===== config.mk =====
export PLATFORM = sky130hd
export DESIGN_NAME = array_linked_list_engine
export DESIGN_NICKNAME = d
export VERILOG_FILES = /design/src/hdl/alle_pkg.sv /design/src/hdl/alle_ram.sv /design/src/hdl/alle_cfg.sv /design/src/hdl/array_linked_list_engine.sv
export SDC_FILE = /design/constraint.sdc
export NUM_CORES = 1
export LEC_CHECK = 0
export BUFFER_PORTS_ARGS = -buffer_cell sky130_fd_sc_hd__buf_2
export CORE_MARGIN = 2
export CORE_UTILIZATION = 49
export DETAILED_ROUTE_END_ITERATION = 8
export GPL_TIMING_DRIVEN = 1
export HOLD_SLACK_MARGIN = 0.02
export PLACE_DENSITY_LB_ADDON = 0.25
export SYNTH_ARGS = -nofsm -noshare
export SYNTH_HDL_FRONTEND = slang
export SYNTH_SLANG_ARGS = --single-unit

===== constraint.sdc =====
create_clock -name clk -period 5.9 [get_ports clk]
set_clock_uncertainty 0.15 [all_clocks]
set_input_delay 1.77 -clock clk [delete_from_list [all_inputs] [get_ports clk]]
set_output_delay 1.77 -clock clk [all_outputs]
set_load 0.01 [all_outputs]

===== src/hdl/alle_pkg.sv =====
// Shared types and constants for the array linked list engine.
// No dependencies; alle_cfg and the engine import this package.
package alle_pkg;

	// Pool geometry
	localparam int CAPACITY = 16;
	localparam int ELEM_W   = 32;
	localparam int SLOT_W   = $clog2(CAPACITY);
	localparam int PTR_W    = SLOT_W + 1;
	localparam logic [PTR_W-1:0] END_PTR = PTR_W'(CAPACITY);

	// Field widths of the request and result words
	localparam int OP_W     = 3;
	localparam int POS_W    = 5;
	localparam int STATUS_W = 2;
	localparam int IPOS_W   = 4;
	localparam logic [IPOS_W-1:0] IPOS_MAX = '1;

	// Configuration register file
	localparam int CFG_W     = 5;
	localparam int PADDR_W   = 3;
	localparam int PDATA_W   = 32;
	localparam logic [CFG_W-1:0] CAP_RESET = CFG_W'(16);
	localparam logic REG_CAPACITY = 1'b0;

	// Operation codes
	localparam logic [OP_W-1:0] OP_INSERT = 3'd0;
	localparam logic [OP_W-1:0] OP_REMOVE = 3'd1;
	localparam logic [OP_W-1:0] OP_GET    = 3'd2;
	localparam logic [OP_W-1:0] OP_WALK   = 3'd3;
	localparam logic [OP_W-1:0] OP_CLEAR  = 3'd4;

	// Status codes
	localparam logic [STATUS_W-1:0] ST_OK       = 2'd0;
	localparam logic [STATUS_W-1:0] ST_INVALID  = 2'd1;
	localparam logic [STATUS_W-1:0] ST_OVERFLOW = 2'd2;

	typedef struct packed {
		logic [OP_W-1:0]   op;
		logic [POS_W-1:0]  position;
		logic [ELEM_W-1:0] element_in;
	} alle_in_t;

	typedef struct packed {
		logic [STATUS_W-1:0] status;
		logic [ELEM_W-1:0]   element_out;
		logic [IPOS_W-1:0]   item_position;
		logic                item_valid;
		logic                last;
	} alle_out_t;

endpackage


===== src/hdl/alle_ram.sv =====
// Generic single-write, single-read RAM with registered read data.
// Standalone; used for the element store.
module alle_ram #(
	parameter int WIDTH = 32,
	parameter int DEPTH = 16
) (
	input  logic                     clk,
	input  logic                     wr_en,
	input  logic [$clog2(DEPTH)-1:0] wr_addr,
	input  logic [WIDTH-1:0]         wr_data,
	input  logic                     rd_en,
	input  logic [$clog2(DEPTH)-1:0] rd_addr,
	output logic [WIDTH-1:0]         rd_data
);

	logic [WIDTH-1:0] mem_q [DEPTH];

	// Write port
	always_ff @(posedge clk) begin
		if (wr_en) begin
			mem_q[wr_addr] <= wr_data;
		end
	end

	// Registered read, held while rd_en is low
	always_ff @(posedge clk) begin
		if (rd_en) begin
			rd_data <= mem_q[rd_addr];
		end
	end

endmodule


===== src/hdl/alle_cfg.sv =====
// APB-style configuration register for the linked list engine.
// Depends on alle_pkg; gives the clamped slot capacity to the sequencer.
module alle_cfg import alle_pkg::*; (
	input  logic               clk,
	input  logic               arst_n,
	input  logic               psel,
	input  logic               penable,
	input  logic               pwrite,
	input  logic [PADDR_W-1:0] paddr,
	input  logic [PDATA_W-1:0] pwdata,
	output logic [PDATA_W-1:0] prdata,
	output logic               pready,
	output logic [PTR_W-1:0]   cap_eff
);

	logic [CFG_W-1:0] cap_q;
	logic             reg_hit;

	assign reg_hit = (paddr[2] == REG_CAPACITY);
	assign pready  = 1'b1;

	// Capture a write on the access phase
	always_ff @(posedge clk or negedge arst_n) begin
		if (!arst_n) begin
			cap_q <= CAP_RESET;
		end else if (psel && penable && pwrite && reg_hit) begin
			cap_q <= pwdata[CFG_W-1:0];
		end
	end

	// Read back
	assign prdata = reg_hit ? PDATA_W'(cap_q) : '0;

	// Clamp to 1 .. CAPACITY
	always_comb begin
		if (cap_q == '0) begin
			cap_eff = PTR_W'(1);
		end else if (int'(cap_q) > CAPACITY) begin
			cap_eff = END_PTR;
		end else begin
			cap_eff = PTR_W'(cap_q);
		end
	end

endmodule


===== src/hdl/array_linked_list_engine.sv =====
// Linked list engine: one request at a time, stepped by one link lookup per cycle. Insert scans
// for the lowest free slot below the capacity, then at position p > 0 hops to p - 1 and splices;
// it overflows when no slot is free. Remove and get hop to their position; a walk reads and hands
// out one element after another, held while the output stalls. Clear, empty walk and rejected
// requests give a single status word. The last result may still wait in the output register.
// Reset empties the list and frees every slot; capacity returns to 16; element store not reset.
module array_linked_list_engine import alle_pkg::*; (
	input  logic               clk,
	input  logic               arst_n,
	input  logic               in_valid,
	output logic               in_stall,
	input  alle_in_t           in_data,
	output logic               out_valid,
	input  logic               out_stall,
	output alle_out_t          out_data,
	input  logic               psel,
	input  logic               penable,
	input  logic               pwrite,
	input  logic [PADDR_W-1:0] paddr,
	input  logic [PDATA_W-1:0] pwdata,
	output logic [PDATA_W-1:0] prdata,
	output logic               pready
);

	// Sequencer states
	localparam logic [3:0] S_IDLE     = 4'd0;
	localparam logic [3:0] S_CHECK    = 4'd1;
	localparam logic [3:0] S_SCAN     = 4'd2;
	localparam logic [3:0] S_HOP      = 4'd3;
	localparam logic [3:0] S_INS_LINK = 4'd4;
	localparam logic [3:0] S_REM_SEL  = 4'd5;
	localparam logic [3:0] S_REM_LINK = 4'd6;
	localparam logic [3:0] S_RD       = 4'd7;
	localparam logic [3:0] S_OUT      = 4'd8;
	localparam logic [3:0] S_RESP     = 4'd9;

	logic [3:0]          state_q;
	logic [OP_W-1:0]     op_q;
	logic [POS_W-1:0]    pos_q;
	logic [ELEM_W-1:0]   elem_q;
	logic [PTR_W-1:0]    cur_q;
	logic [PTR_W-1:0]    prev_q;
	logic [PTR_W-1:0]    slot_q;
	logic [PTR_W-1:0]    scan_q;
	logic [POS_W-1:0]    cnt_q;
	logic [POS_W-1:0]    target_q;
	logic [IPOS_W-1:0]   idx_q;
	logic [STATUS_W-1:0] status_q;

	logic [CAPACITY-1:0] used_q;
	logic [PTR_W-1:0]    next_q [CAPACITY];
	logic [PTR_W-1:0]    head_q;
	logic [PTR_W-1:0]    count_q;

	logic                out_valid_q;
	alle_out_t           out_q;

	logic [PTR_W-1:0]    cap_eff;
	logic [PTR_W-1:0]    nxt;
	logic                accept;
	logic                out_free;
	logic                out_load;
	logic                scan_found;
	logic                walk_last;
	logic                ram_wr_en;
	logic                ram_rd_en;
	logic [ELEM_W-1:0]   ram_rd_data;

	alle_cfg u_cfg (
		.clk     (clk),
		.arst_n  (arst_n),
		.psel    (psel),
		.penable (penable),
		.pwrite  (pwrite),
		.paddr   (paddr),
		.pwdata  (pwdata),
		.prdata  (prdata),
		.pready  (pready),
		.cap_eff (cap_eff)
	);

	alle_ram #(
		.WIDTH (ELEM_W),
		.DEPTH (CAPACITY)
	) u_store (
		.clk     (clk),
		.wr_en   (ram_wr_en),
		.wr_addr (scan_q[SLOT_W-1:0]),
		.wr_data (elem_q),
		.rd_en   (ram_rd_en),
		.rd_addr (cur_q[SLOT_W-1:0]),
		.rd_data (ram_rd_data)
	);

	// Handshake
	assign in_stall  = (state_q != S_IDLE);
	assign accept    = in_valid && !in_stall;
	assign out_valid = out_valid_q;
	assign out_data  = out_q;
	assign out_free  = !out_valid_q || !out_stall;
	assign out_load  = ((state_q == S_OUT) || (state_q == S_RESP)) && out_free;

	// Shared link lookup and scan test
	assign nxt        = next_q[cur_q[SLOT_W-1:0]];
	assign scan_found = (scan_q < cap_eff) && !used_q[scan_q[SLOT_W-1:0]];
	assign walk_last  = (nxt == END_PTR) || (idx_q == IPOS_MAX);
	assign ram_wr_en  = (state_q == S_SCAN) && scan_found;
	assign ram_rd_en  = (state_q == S_RD);

	// Sequencer and list state
	always_ff @(posedge clk or negedge arst_n) begin
		if (!arst_n) begin
			state_q     <= S_IDLE;
			used_q      <= '0;
			for (int i = 0; i < CAPACITY; i++) begin
				next_q[i] <= END_PTR;
			end
			head_q      <= END_PTR;
			count_q     <= '0;
			out_valid_q <= 1'b0;
		end else begin
			// drop the result word once taken
			if (out_valid_q && !out_stall && !out_load) begin
				out_valid_q <= 1'b0;
			end
			case (state_q)
				S_IDLE: begin
					if (accept) begin
						state_q <= S_CHECK;
					end
				end
				S_CHECK: begin
					cur_q <= head_q;
					cnt_q <= '0;
					idx_q <= '0;
					case (op_q)
						OP_INSERT: begin
							if (6'(pos_q) > 6'(count_q)) begin
								status_q <= ST_INVALID;
								state_q  <= S_RESP;
							end else begin
								scan_q  <= '0;
								state_q <= S_SCAN;
							end
						end
						OP_REMOVE: begin
							target_q <= pos_q - POS_W'(1);
							if (6'(pos_q) >= 6'(count_q)) begin
								status_q <= ST_INVALID;
								state_q  <= S_RESP;
							end else if (pos_q == '0) begin
								state_q <= S_REM_LINK;
							end else begin
								state_q <= S_HOP;
							end
						end
						OP_GET: begin
							target_q <= pos_q;
							if (6'(pos_q) >= 6'(count_q)) begin
								status_q <= ST_INVALID;
								state_q  <= S_RESP;
							end else begin
								state_q <= S_HOP;
							end
						end
						OP_WALK: begin
							if (head_q == END_PTR) begin
								status_q <= ST_OK;
								state_q  <= S_RESP;
							end else begin
								state_q <= S_RD;
							end
						end
						OP_CLEAR: begin
							used_q <= '0;
							for (int i = 0; i < CAPACITY; i++) begin
								next_q[i] <= END_PTR;
							end
							head_q   <= END_PTR;
							count_q  <= '0;
							status_q <= ST_OK;
							state_q  <= S_RESP;
						end
						default: begin
							status_q <= ST_INVALID;
							state_q  <= S_RESP;
						end
					endcase
				end
				// look for the lowest free slot, one per cycle
				S_SCAN: begin
					if (scan_q >= cap_eff) begin
						status_q <= ST_OVERFLOW;
						state_q  <= S_RESP;
					end else if (scan_found) begin
						slot_q <= scan_q;
						if (pos_q == '0) begin
							used_q[scan_q[SLOT_W-1:0]] <= 1'b1;
							next_q[scan_q[SLOT_W-1:0]] <= head_q;
							head_q   <= scan_q;
							count_q  <= count_q + PTR_W'(1);
							status_q <= ST_OK;
							state_q  <= S_RESP;
						end else begin
							target_q <= pos_q - POS_W'(1);
							state_q  <= S_HOP;
						end
					end else begin
						scan_q <= scan_q + PTR_W'(1);
					end
				end
				// follow links until the target position
				S_HOP: begin
					if (cnt_q == target_q) begin
						case (op_q)
							OP_INSERT: state_q <= S_INS_LINK;
							OP_REMOVE: state_q <= S_REM_SEL;
							default:   state_q <= S_RD;
						endcase
					end else begin
						cur_q <= nxt;
						cnt_q <= cnt_q + POS_W'(1);
					end
				end
				// splice the new slot after the current one
				S_INS_LINK: begin
					used_q[slot_q[SLOT_W-1:0]] <= 1'b1;
					next_q[slot_q[SLOT_W-1:0]] <= nxt;
					next_q[cur_q[SLOT_W-1:0]]  <= slot_q;
					count_q  <= count_q + PTR_W'(1);
					status_q <= ST_OK;
					state_q  <= S_RESP;
				end
				// step onto the victim, keep its predecessor
				S_REM_SEL: begin
					prev_q  <= cur_q;
					cur_q   <= nxt;
					state_q <= S_REM_LINK;
				end
				// unlink and free the victim
				S_REM_LINK: begin
					if (pos_q == '0) begin
						head_q <= nxt;
					end else begin
						next_q[prev_q[SLOT_W-1:0]] <= nxt;
					end
					used_q[cur_q[SLOT_W-1:0]] <= 1'b0;
					next_q[cur_q[SLOT_W-1:0]] <= END_PTR;
					count_q  <= count_q - PTR_W'(1);
					status_q <= ST_OK;
					state_q  <= S_RESP;
				end
				S_RD: begin
					state_q <= S_OUT;
				end
				// hand out an element for get or walk
				S_OUT: begin
					if (out_free) begin
						out_valid_q         <= 1'b1;
						out_q.status        <= ST_OK;
						out_q.element_out   <= ram_rd_data;
						out_q.item_valid    <= 1'b1;
						if (op_q == OP_WALK) begin
							out_q.item_position <= idx_q;
							out_q.last          <= walk_last;
							if (walk_last) begin
								state_q <= S_IDLE;
							end else begin
								cur_q   <= nxt;
								idx_q   <= idx_q + IPOS_W'(1);
								state_q <= S_RD;
							end
						end else begin
							out_q.item_position <= '0;
							out_q.last          <= 1'b1;
							state_q             <= S_IDLE;
						end
					end
				end
				// single status word
				S_RESP: begin
					if (out_free) begin
						out_valid_q         <= 1'b1;
						out_q.status        <= status_q;
						out_q.element_out   <= '0;
						out_q.item_position <= '0;
						out_q.item_valid    <= 1'b0;
						out_q.last          <= 1'b1;
						state_q             <= S_IDLE;
					end
				end
				default: begin
					state_q <= S_IDLE;
				end
			endcase
		end
	end

	// Capture the request word
	always_ff @(posedge clk) begin
		if (accept) begin
			op_q   <= in_data.op;
			pos_q  <= in_data.position;
			elem_q <= in_data.element_in;
		end
	end

	// Occupied slots always match the element count
	a_used_count: assert property (@(posedge clk) disable iff (!arst_n)
		$countones(used_q) == int'(count_q))
		else $error("used slot count differs from element count");

	// Empty list has no head and vice versa
	a_head_empty: assert property (@(posedge clk) disable iff (!arst_n)
		(count_q == '0) == (head_q == END_PTR))
		else $error("head pointer and element count disagree");

	// Count never exceeds the pool
	a_count_max: assert property (@(posedge clk) disable iff (!arst_n)
		int'(count_q) <= CAPACITY)
		else $error("element count beyond capacity");

	// An accepted word always enters decode next
	a_accept_check: assert property (@(posedge clk) disable iff (!arst_n)
		accept |=> (state_q == S_CHECK))
		else $error("accepted word not decoded");

	// A result is loaded only when the output register is free
	a_no_overwrite: assert property (@(posedge clk) disable iff (!arst_n)
		(out_valid_q && out_stall) |=> out_valid_q)
		else $error("stalled result word lost");

endmodule

# Word-level counts from Yosys, hierarchy flattened
# Memory sizes are Yosys's and may differ from the RTL's. A register that Yosys moved wholly into a read port is not among the register bits.
# Index checks and enable logic that the tools add are counted.
[op_classes]
n_addsub = 6
n_lt_le_gt_ge = 19
eq_ne = 39
n_mux = 105
n_bitwise = 13
n_reduce_logical = 52
[op_table]
columns = ["op", "count"]
rows = [
  ["80-bit 2-to-1 mux", 6],
  ["80-bit bitwise mux", 4],
  ["80-bit one-hot mux with 4 select lines", 1],
  ["5-bit 2-to-1 mux", 26],
  ["5-bit demux with 4-bit select", 4],
  ["4-bit 2-to-1 mux", 20],
  ["40-bit 2-to-1 mux", 2],
  ["40-bit one-hot mux with 2 select lines", 1],
  ["64-bit bitwise AND", 1],
  ["16-bit 2-to-1 mux", 4],
  ["64-bit inverter", 1],
  ["16-bit one-hot mux with 4 select lines", 1],
  ["16-bit bitwise OR", 3],
  ["5-bit one-hot mux with 2 select lines", 4],
  ["4-bit one-hot mux with 9 select lines", 1],
  ["4-bit one-hot mux with 4 select lines", 2],
  ["2-bit != test, second input constant", 13],
  ["6-bit AND reduction", 4],
  ["5-bit binary-select mux with 4-bit select", 1],
  ["5-bit greater-or-equal comparator, second input constant", 4],
  ["5-bit by 1-bit less-than comparator with 1-bit output, second input constant", 4],
  ["4-bit inverter with 5-bit output", 4],
  ["5-bit one-hot mux with 4 select lines", 1],
  ["16-bit bitwise AND", 1],
  ["other kinds (49)", 121],
]
[totals]
regBits = 230
ram_bits = 512
input_bits = 82
output_inout_bits = 75
word_cells = 273
mem_count = 1
[memory_table]
columns = ["memory", "depth", "width", "read_ports", "rd_clocked_by_memory_dff", "wr", "line_no", "source"]
rows = [
  ["u_store.mem_q", 16, 32, 1, 1, 1, "alle_ram.sv:16", "logic [WIDTH-1:0] mem_q [DEPTH];"],
]

# Depth between registers and ports, before layout
# Gate-level depths: netlist of run 1.
[depth]
word_depth = 10
ltp_mapped = 14
ltp_nobuf = 11

# Hierarchy
# A second synthesis of run 1 with hierarchy kept.
[hier_totals]
hier_cells = 2211
area_unflattened_um2 = 34065.2
[modules_own_cells]
columns = ["mod", "n_inst", "cells_each", "area_each_um2", "seq_area_each_um2"]
rows = [
  ["alle_ram", 1, 838, 20155.6, 16335.7],
  ["array_linked_list_engine", 1, 1320, 13409.1, 6222.2],
  ["alle_cfg", 1, 53, 500.5, 126.4],
]

# Least setup slack after synthesis of run 1
# Ideal clock, no wire load.
[synth_timing]
path_type = "register to register"
start = "register scan_q[1]"
end = "memory u_store.mem_q[10][0] (enable)"
setup_ns = 0.421
t_arrival_ns = 3.541
setup_slack_ns = 1.788
stages_incl_launch_ff = 8
period_less_slack_ns = 4.112
cell_sequence = "edfxtp_1 > clkbuf_1 > mux4_2 > a22o_1 > a221oi_4 > nand3_1 > clkbuf_1 > nor2_1"
[synth_via]
elab_chain_cells = 7
[synth_lines]
columns = ["element", "line_no", "source"]
rows = [
  ["from (decl)", "array_linked_list_engine.sv:44", "logic [PTR_W-1:0] scan_q;"],
  ["from (signal assigned)", "array_linked_list_engine.sv:209", "scan_q <= scan_q + PTR_W'(1);"],
  ["1-bit binary-select mux with 4-bit select", "array_linked_list_engine.sv:105", "assign scan_found = (scan_q < cap_eff) && !used_q[scan_q[SLOT_W-1:0]];"],
  ["1-bit 2-to-1 mux (implied by the code)", "array_linked_list_engine.sv:105", ""],
  ["1-bit logical NOT", "array_linked_list_engine.sv:105", ""],
  ["1-bit logical AND", "array_linked_list_engine.sv:105", ""],
  ["1-bit logical AND", "array_linked_list_engine.sv:107", "assign ram_wr_en = (state_q == S_SCAN) && scan_found;"],
  ["1-bit 2-to-1 mux", "alle_ram.sv:20", "if (wr_en) begin"],
  ["1-bit 2-to-1 mux (implied by the code)", "alle_ram.sv:21", "mem_q[wr_addr] <= wr_data;"],
  ["to (decl)", "alle_ram.sv:16", ""],
]
# Several ways; a longest one is shown, not always the timed one. The select of a mux whose other input is x is not followed.

# Worst setup path in the final report of run 1
[layout_timing]
start = "register cur_q[0]"
end = "register idx_q[1] (enable)"
[layout_via]
elab_chain_cells = 8
[layout_lines]
columns = ["element", "line_no", "source"]
rows = [
  ["from (decl)", "array_linked_list_engine.sv:41", "logic [PTR_W-1:0] cur_q;"],
  ["from (signal assigned)", "array_linked_list_engine.sv:133", "cur_q <= head_q;"],
  ["from (signal assigned)", "array_linked_list_engine.sv:221", "cur_q <= nxt;"],
  ["from (signal assigned)", "array_linked_list_engine.sv:237", "cur_q <= nxt;"],
  ["4-bit inverter with 5-bit output (implied by the code)", "array_linked_list_engine.sv:104", "assign nxt = next_q[cur_q[SLOT_W-1:0]];"],
  ["5-bit binary-select mux with 4-bit select", "array_linked_list_engine.sv:104", ""],
  ["5-bit 2-to-1 mux (implied by the code) (2 in series)", "array_linked_list_engine.sv:104", ""],
  ["5-bit equality test", "array_linked_list_engine.sv:106", "assign walk_last = (nxt == END_PTR) || (idx_q == IPOS_MAX);"],
  ["1-bit logical OR", "array_linked_list_engine.sv:106", ""],
  ["2-bit != test (no source line)", "--", ""],
  ["5-bit AND reduction (no source line)", "--", ""],
  ["to (signal assigned)", "array_linked_list_engine.sv:270", "idx_q <= idx_q + IPOS_W'(1);"],
  ["to (decl)", "array_linked_list_engine.sv:47", "logic [IPOS_W-1:0] idx_q;"],
]
# No other way between the ends. The select of a mux whose other input is x is not followed.
# A chain may end at the register's enable or synchronous reset.

==> flow_summary_export.csv, run 1 <==
group,metric,value,unit
drt,vias,20500,
clocking,clk_pin_slew,0.06,ns
timing,timing.fmax,233,MHz
worst_setup_path,worst_setup_path_end_kind,"flop",
grt,grt_pass1_wl,133000,um
placement,port_buffers,99,
logic_synthesis,yosysWarnings,0,
worst_setup_path,crit_path_max_incr_delay,0.96,ns
min_path,hp-start,"next_q[49]",
drt,drc,0,
timing,finalCritPeriodShare,72.8,%
floorplanning,die-area,71200,um2
power_and_ir_drop,p_int,10.4,mW
logic_synthesis,yosysMostFrequentCell,"edfxtp_1",
floorplanning,die_x,267,um
placement,gp_congestion,0.974,
layout,layout.cells.non_filler,3120,
clocking,cts_tree,"yes",
layout,finalNetCount,2273,
power_and_ir_drop,p_sw,4.62,mW
power_and_ir_drop,swShare,30.7,%
logic_synthesis,synth_area,33900,um2
floorplanning,pin_count,157,
worst_setup_path,cp_cell_sequence,"mux4_2, a22oi_1, nand2_1, nor3_1, a21oi_1, o221a_2",
min_path,hold_class,"reg -> reg",
drt,viasPerCell,6.58,
logic_synthesis,synth-seq-cells,774,
clocking,post_cts_buffers,0,
drt,first_pass_iters,8,
floorplanning,core_area,68500,um2
power_and_ir_drop,p_clk_share,32.2,%
drt,routed_wl,90000,um
clocking,cts_buffers,82,
grt,antenna_found_initial,2,
drt,wl_per_cell,28.8,um
logic_synthesis,ys_types,65,
floorplanning,rows,96,
timing,finalSetupTns,0,ns
logic_synthesis,synth_top_cell_by_area,"edfxtp_1",
logic_synthesis,synth_edf_count,658,
worst_setup_path,path_buf_inv,0,
clocking,clockBufferDepth,3,
layout,antenna_cells,0,
placement,placed_cells,2968,
power_and_ir_drop,power_frac_seq,47.3,%
run,cap_violations,0,
clocking,clkLatencyLatePin,0.64,ns
drt,drt_iter0_drc,2406,
worst_setup_path,r2r_start,"cur_q[0]",
power_and_ir_drop,peakVddDrop,0.000275,V
worst_setup_path,start_kind,"flop",
logic_synthesis,avgSynthCellArea,16.4,um2
logic_synthesis,ys_seq_area_share,67.0,%
timing,final_hold_viol_count,0,
drt,postRouteAntennaNets,0,
worst_setup_path,crit_family,"simple AND/OR/NAND/NOR gates",
power_and_ir_drop,p_leak,12.8,nW
power_and_ir_drop,power.density,397,nW/um2
grt,overflow,0,
layout,drive_above_1_share,26.1,%
logic_synthesis,async_flop_share,15.0,%
clocking,cts_num_sinks,774,
timing,setup_violations,0,
logic_synthesis,synth_top_area_share,58.4,%
timing,rsz0062_at_grt,"false",
clocking,htree_levels,3,
clocking,holdBufCountCts,0,
grt,grt.total_usage,25.4,%
worst_setup_path,worst_ep_required_time,6.13,ns
floorplanning,die_y,267,um
status,status,"finished, final reports clean",
power_and_ir_drop,pwr-share-comb,20.5,%
logic_synthesis,synth-main-ff-cell,"edfxtp_1",
timing,relSlewSlack,16.3,%
clocking,cts_resized,0,
timing,worstMarginPinSlew,1.26,ns
timing,finalCriticalPeriod,4.29,ns
logic_synthesis,yosys-top-cells-area,"edfxtp_1, mux4_2, dfrtp_1",
worst_setup_path,slowest_stage,"edfxtp_1",
logic_synthesis,synth_cells,2070,
worst_setup_path,timing.critical_path.from,"cur_q[0]",
worst_setup_path,worstPathArrival,4.52,ns
grt,grt_pass1_vias,20700,
clocking,cts-root-buf,"clkbuf_16",
grt,grt_max_degree,79,
floorplanning,start_util,49.4,%
worst_setup_path,critPathKind,"reg -> reg",
placement,post-dp-hpwl,51000,um
timing,slew_violations,0,
logic_synthesis,synth_common_cells,"edfxtp_1, mux4_2, nand2_1",
worst_setup_path,path_max_fanout,19,
layout,syn2layout_area_growth,12.0,%
-- worst register-to-register path, stage by stage, from the launching register on --
cell and delay, ns:
edfxtp_1 0.96, mux4_2 0.65, a22oi_1 0.36, nand2_1 0.77, nor3_1 0.58, a21oi_1 0.20
o221a_2 0.36
-- per-stage QoR --
stage | hold WS [ns] | utilization [%] | instance area (um2) | power (mW) | setup slack, ns
floorplan | 0.274 | - | 34000 | 9.17 | 1.79
global placement | 0.300 | 51.7 | 35400 | 10.2 | 1.81
detailed placement | 0.321 | 51.7 | 35400 | 10.3 | 1.70
CTS | 0.331 | 55.4 | 37900 | 15.1 | 1.70
global route | 0.356 | 55.4 | 37900 | 15.6 | 1.39
finish | 0.343 | 55.4 | 37900 | 15.1 | 1.61
-- state kept, by name, indices dropped and copies added, names as in the netlist, 3 cells and up --
| register | flops |
|---|---|
| cnt_q | 5 |
| count_q | 5 |
| cur_q | 4 |
| elem_q | 32 |
| head_q | 5 |
| idx_q | 4 |
| next_q | 80 |
| op_q | 3 |
| out_data | 40 |
| pos_q | 5 |
| prev_q | 4 |
| scan_q | 5 |
| slot_q | 5 |
| state_q | 4 |
| target_q | 5 |
| u_cfg.cap_q | 5 |
| u_store.mem_q | 512 |
| u_store.rd_data | 32 |
| used_q | 16 |
-- placed cells by master, fill, tap and decap left out, drive strengths merged, types with 13 or more instances in the layout --
cell     Yosys  final
a22oi       13     13
nor3        27     27
nor2b       62     62
conb         2     28
clkinv       0     39
ha          20     20
dfrtp       98     98
o21ai      106    106
clkbuf      98    103
nor2       103    103
a21oi       71     71
nand2b      15     15
inv         18     24
buf         64    152
dfstp       18     18
edfxtp     658    658
a222oi      64     64
mux4       184    184
mux2        78     78
o2bb2ai     65     65
and3        13     13
and2        15     15
nand3       24     24
o221ai      20     20
nand2      121    121
-- worst paths after layout --
path | to | slack (ns) | cells after the start
max in group asynchronous | next_q[47] | 3.69 | 2
setup reg to reg | idx_q[1] | 1.61 | 6
hold reg to reg | next_q[49] | 0.34 | 2
hold / removal | next_q[49] | 0.34 | 2
min in group asynchronous | state_q[1] | 0.81 | 1
setup / recovery | idx_q[1] | 1.61 | 6
-- metal layers --
metal	vias to the layer above	wire length (um)	GRT usage, %
li1	8533	-	-
met1	10600	37300	35.9
met3	213	7970	5.21
met2	1153	41400	39.1
met5	-	7	0
met4	2	3340	9.79
-- logic make-up after synthesis --
kind of cell | after synthesis | synth area share, %
fa+ha+maj | 21 | 0.798
xor+xnor | 20 | 0.517
flops | 774 | 67.0
compound gates | 400 | 8.46
buf+inv | 180 | 2.39
other cells | 2 | 0.0222
simple gates | 399 | 5.62
mux | 274 | 15.2
-- layout make-up --
cell class | instances | area [um2]
fillers | 5343 | 30500
flip-flops and latches | 774 | 22700
multi-input cells | 1142 | 10600
clock buffers | 103 | 2170
well taps | 882 | 1100
repair buffers | 152 | 896
clock inverters | 49 | 370
inverters | 18 | 67.6
-- power groups by stage --
| stage | logic, mW | registers [mW] | clock network (mW) |
|---|---|---|---|
| finish | 3.08 | 7.13 | 4.85 |
| global route | 3.30 | 7.18 | 5.14 |
| CTS | 3.06 | 7.11 | 4.94 |
| detailed placement | 3.04 | 7.22 | 0 |
| global placement | 2.98 | 7.18 | 0 |
| floorplan | 2.25 | 6.92 | 0 |
No activity file was read; power rests on OpenSTA's default activity.
==> inputs of run 2 (changes only) <==
==> constraint.sdc (replaced) <==
create_clock -name clk -period 4.2 [get_ports clk]
set_clock_uncertainty 0.15 [all_clocks]
set_input_delay 1.26 -clock clk [delete_from_list [all_inputs] [get_ports clk]]
set_output_delay 1.26 -clock clk [all_outputs]
set_load 0.01 [all_outputs]
==> flow_summary_export.csv, run 2 (synthesized netlist as in run 1, its figures left out) <==
group,metric,value,unit
timing,setup_ws,0.415,ns
worst_setup_path,rr_worst_depth,7,
grt,antenna_found_initial,2,
layout,finalNetCount,2299,
worst_setup_path,crit_path_max_incr_delay,0.71,ns
clocking,cts_buffers,81,
drt,viasPerCell,6.48,
power_and_ir_drop,power.density,562,nW/um2
power_and_ir_drop,p_leak,13.1,nW
layout,layout_common_cells,"edfxtp_1, mux4_2, nand2_1, dfrtp_1, buf_2",
layout,drive_above_1_share,26.9,%
clocking,clkLatencyLatePin,0.63,ns
worst_setup_path,r2r_start,"scan_q[0]",
timing,hold-worst-slack,0.309,ns
clocking,cts_num_sinks,774,
run,cap_violations,0,
worst_setup_path,crit_family,"buffers and inverters",
drt,postRouteAntennaNets,0,
grt,grt_pass1_vias,20600,
layout,multi_input_area,10600,um2
layout,largest_reg_flops,512,
floorplanning,rows,96,
placement,place_ws,0.421,ns
floorplanning,start_util,49.4,%
floorplanning,pin_count,157,
clocking,cts_resized,0,
timing,setup_violations,0,
drt,drc,0,
clocking,post_cts_buffers,0,
grt,grt_max_degree,99,
timing,final_hold_viol_count,0,
floorplanning,die-area,71200,um2
worst_setup_path,worst_setup_path_end_kind,"flop",
placement,gp_congestion,0.979,
layout,area.sequential,22700,um2
floorplanning,die_y,267,um
worst_setup_path,timing.critical_path.from,"scan_q[0]",
min_path,hold_class,"in -> async",
worst_setup_path,r2r_end,"u_store.mem_q[14][9]",
worst_setup_path,cp.depth,7,
clocking,clockBufferDepth,3,
clocking,cts-root-buf,"clkbuf_16",
clocking,cts_tree,"yes",
worst_setup_path,worstPathArrival,3.91,ns
grt,overflow,0,
worst_setup_path,critPathKind,"reg -> reg",
timing,worstMarginPinSlew,1.17,ns
timing,timing.fmax,264,MHz
floorplanning,core_area,68500,um2
timing,finalSetupTns,0,ns
layout,num-fill-cells,5290,
drt,first_pass_iters,9,
clocking,htree_levels,3,
timing,slew_violations,0,
worst_setup_path,start_kind,"flop",
status,status,"finished, final reports clean",
worst_setup_path,path_max_fanout,18,
worst_setup_path,worst_ep_required_time,4.33,ns
layout,syn2layout_area_growth,13.6,%
grt,grt.total_usage,25.5,%
worst_setup_path,reg2reg_setup_slack,0.41,ns
grt,grt_pass1_wl,133000,um
clocking,holdBufCountCts,0,
worst_setup_path,cp-endpoint,"u_store.mem_q[14][9]",
layout,final_common_cell,"edfxtp_1",
timing,rsz0062_at_grt,"false",
worst_setup_path,slowest_stage,"edfxtp_1",
drt,vias,20400,
floorplanning,die_x,267,um
worst_setup_path,cp_cell_sequence,"mux4_2, a22o_1, a221oi_4, nand3_2, buf_12, nor2_4, buf_4",
timing,finalCriticalPeriod,3.79,ns
layout,regMostFlops,"u_store.mem_q",
power_and_ir_drop,peakVddDrop,0.000408,V
drt,drt_iter0_drc,2614,
placement,port_buffers,99,
timing,relSlewSlack,21.7,%
clocking,clk_pin_slew,0.06,ns
drt,wl_per_cell,28.6,um
timing,finalCritPeriodShare,90.1,%
layout,antenna_cells,0,
placement,post-dp-hpwl,51400,um
worst_setup_path,path_buf_inv,2,
drt,routed_wl,89900,um
run 2: worst register-to-register path: stages (launching register included):
cell	delay [ns]
edfxtp_1	0.71
mux4_2	0.61
a22o_1	0.28
a221oi_4	0.37
nand3_2	0.42
buf_12	0.34
nor2_4	0.15
buf_4	0.40
run 2: worst min-delay path by stage:
stage	endpoint	slack (ns)
finish	state_q[2]	0.31
global route	state_q[3]	0.29
CTS	state_q[3]	0.28
detailed placement	next_q[69]	0.31
global placement	next_q[69]	0.30
floorplan	prev_q[1]	0.27
run 2: stage by stage:
| step | cells | area [um2] | total power [mW] | utilization [%] |
|---|---|---|---|---|
| 5_1_grt | 3140 | 38500 | 22.5 | 56.2 |
| 2_1_floorplan | 2096 | 34000 | 12.9 | - |
| 3_3_place_gp | 2995 | 35800 | 14.5 | 52.3 |
| 6_report | 3140 | 38500 | 21.6 | 56.2 |
| 3_5_place_dp | 2995 | 35800 | 14.6 | 52.3 |
| 4_1_cts | 3140 | 38500 | 21.7 | 56.2 |
run 2: layout make-up:
| cell class | count | share of cell area, % |
|---|---|---|
| Timing Repair Buffer | 179 | 3.47 |
| Multi-Input combinational cell | 1142 | 27.6 |
| Inverter | 18 | 0.176 |
| Tap cell | 882 | 2.87 |
| Clock buffer | 99 | 5.55 |
| Sequential cell | 774 | 59.0 |
| Clock inverter | 46 | 1.34 |
run 2: layer usage:
metal / vias to the layer above / wire (um) / GRT usage, %
met5: - / 10 / 0
met4: 2 / 3060 / 9.35
met3: 199 / 8180 / 5.51
met2: 1117 / 42000 / 39.6
met1: 10500 / 36600 / 35.8
li1: 8574 / - / -
run 2: power breakdown:
part	internal, mW	switching [mW]	leakage (nW)
sequential	9.25	0.646	7.48
clock	4.14	2.99	1.29
combinational	1.79	2.81	4.30
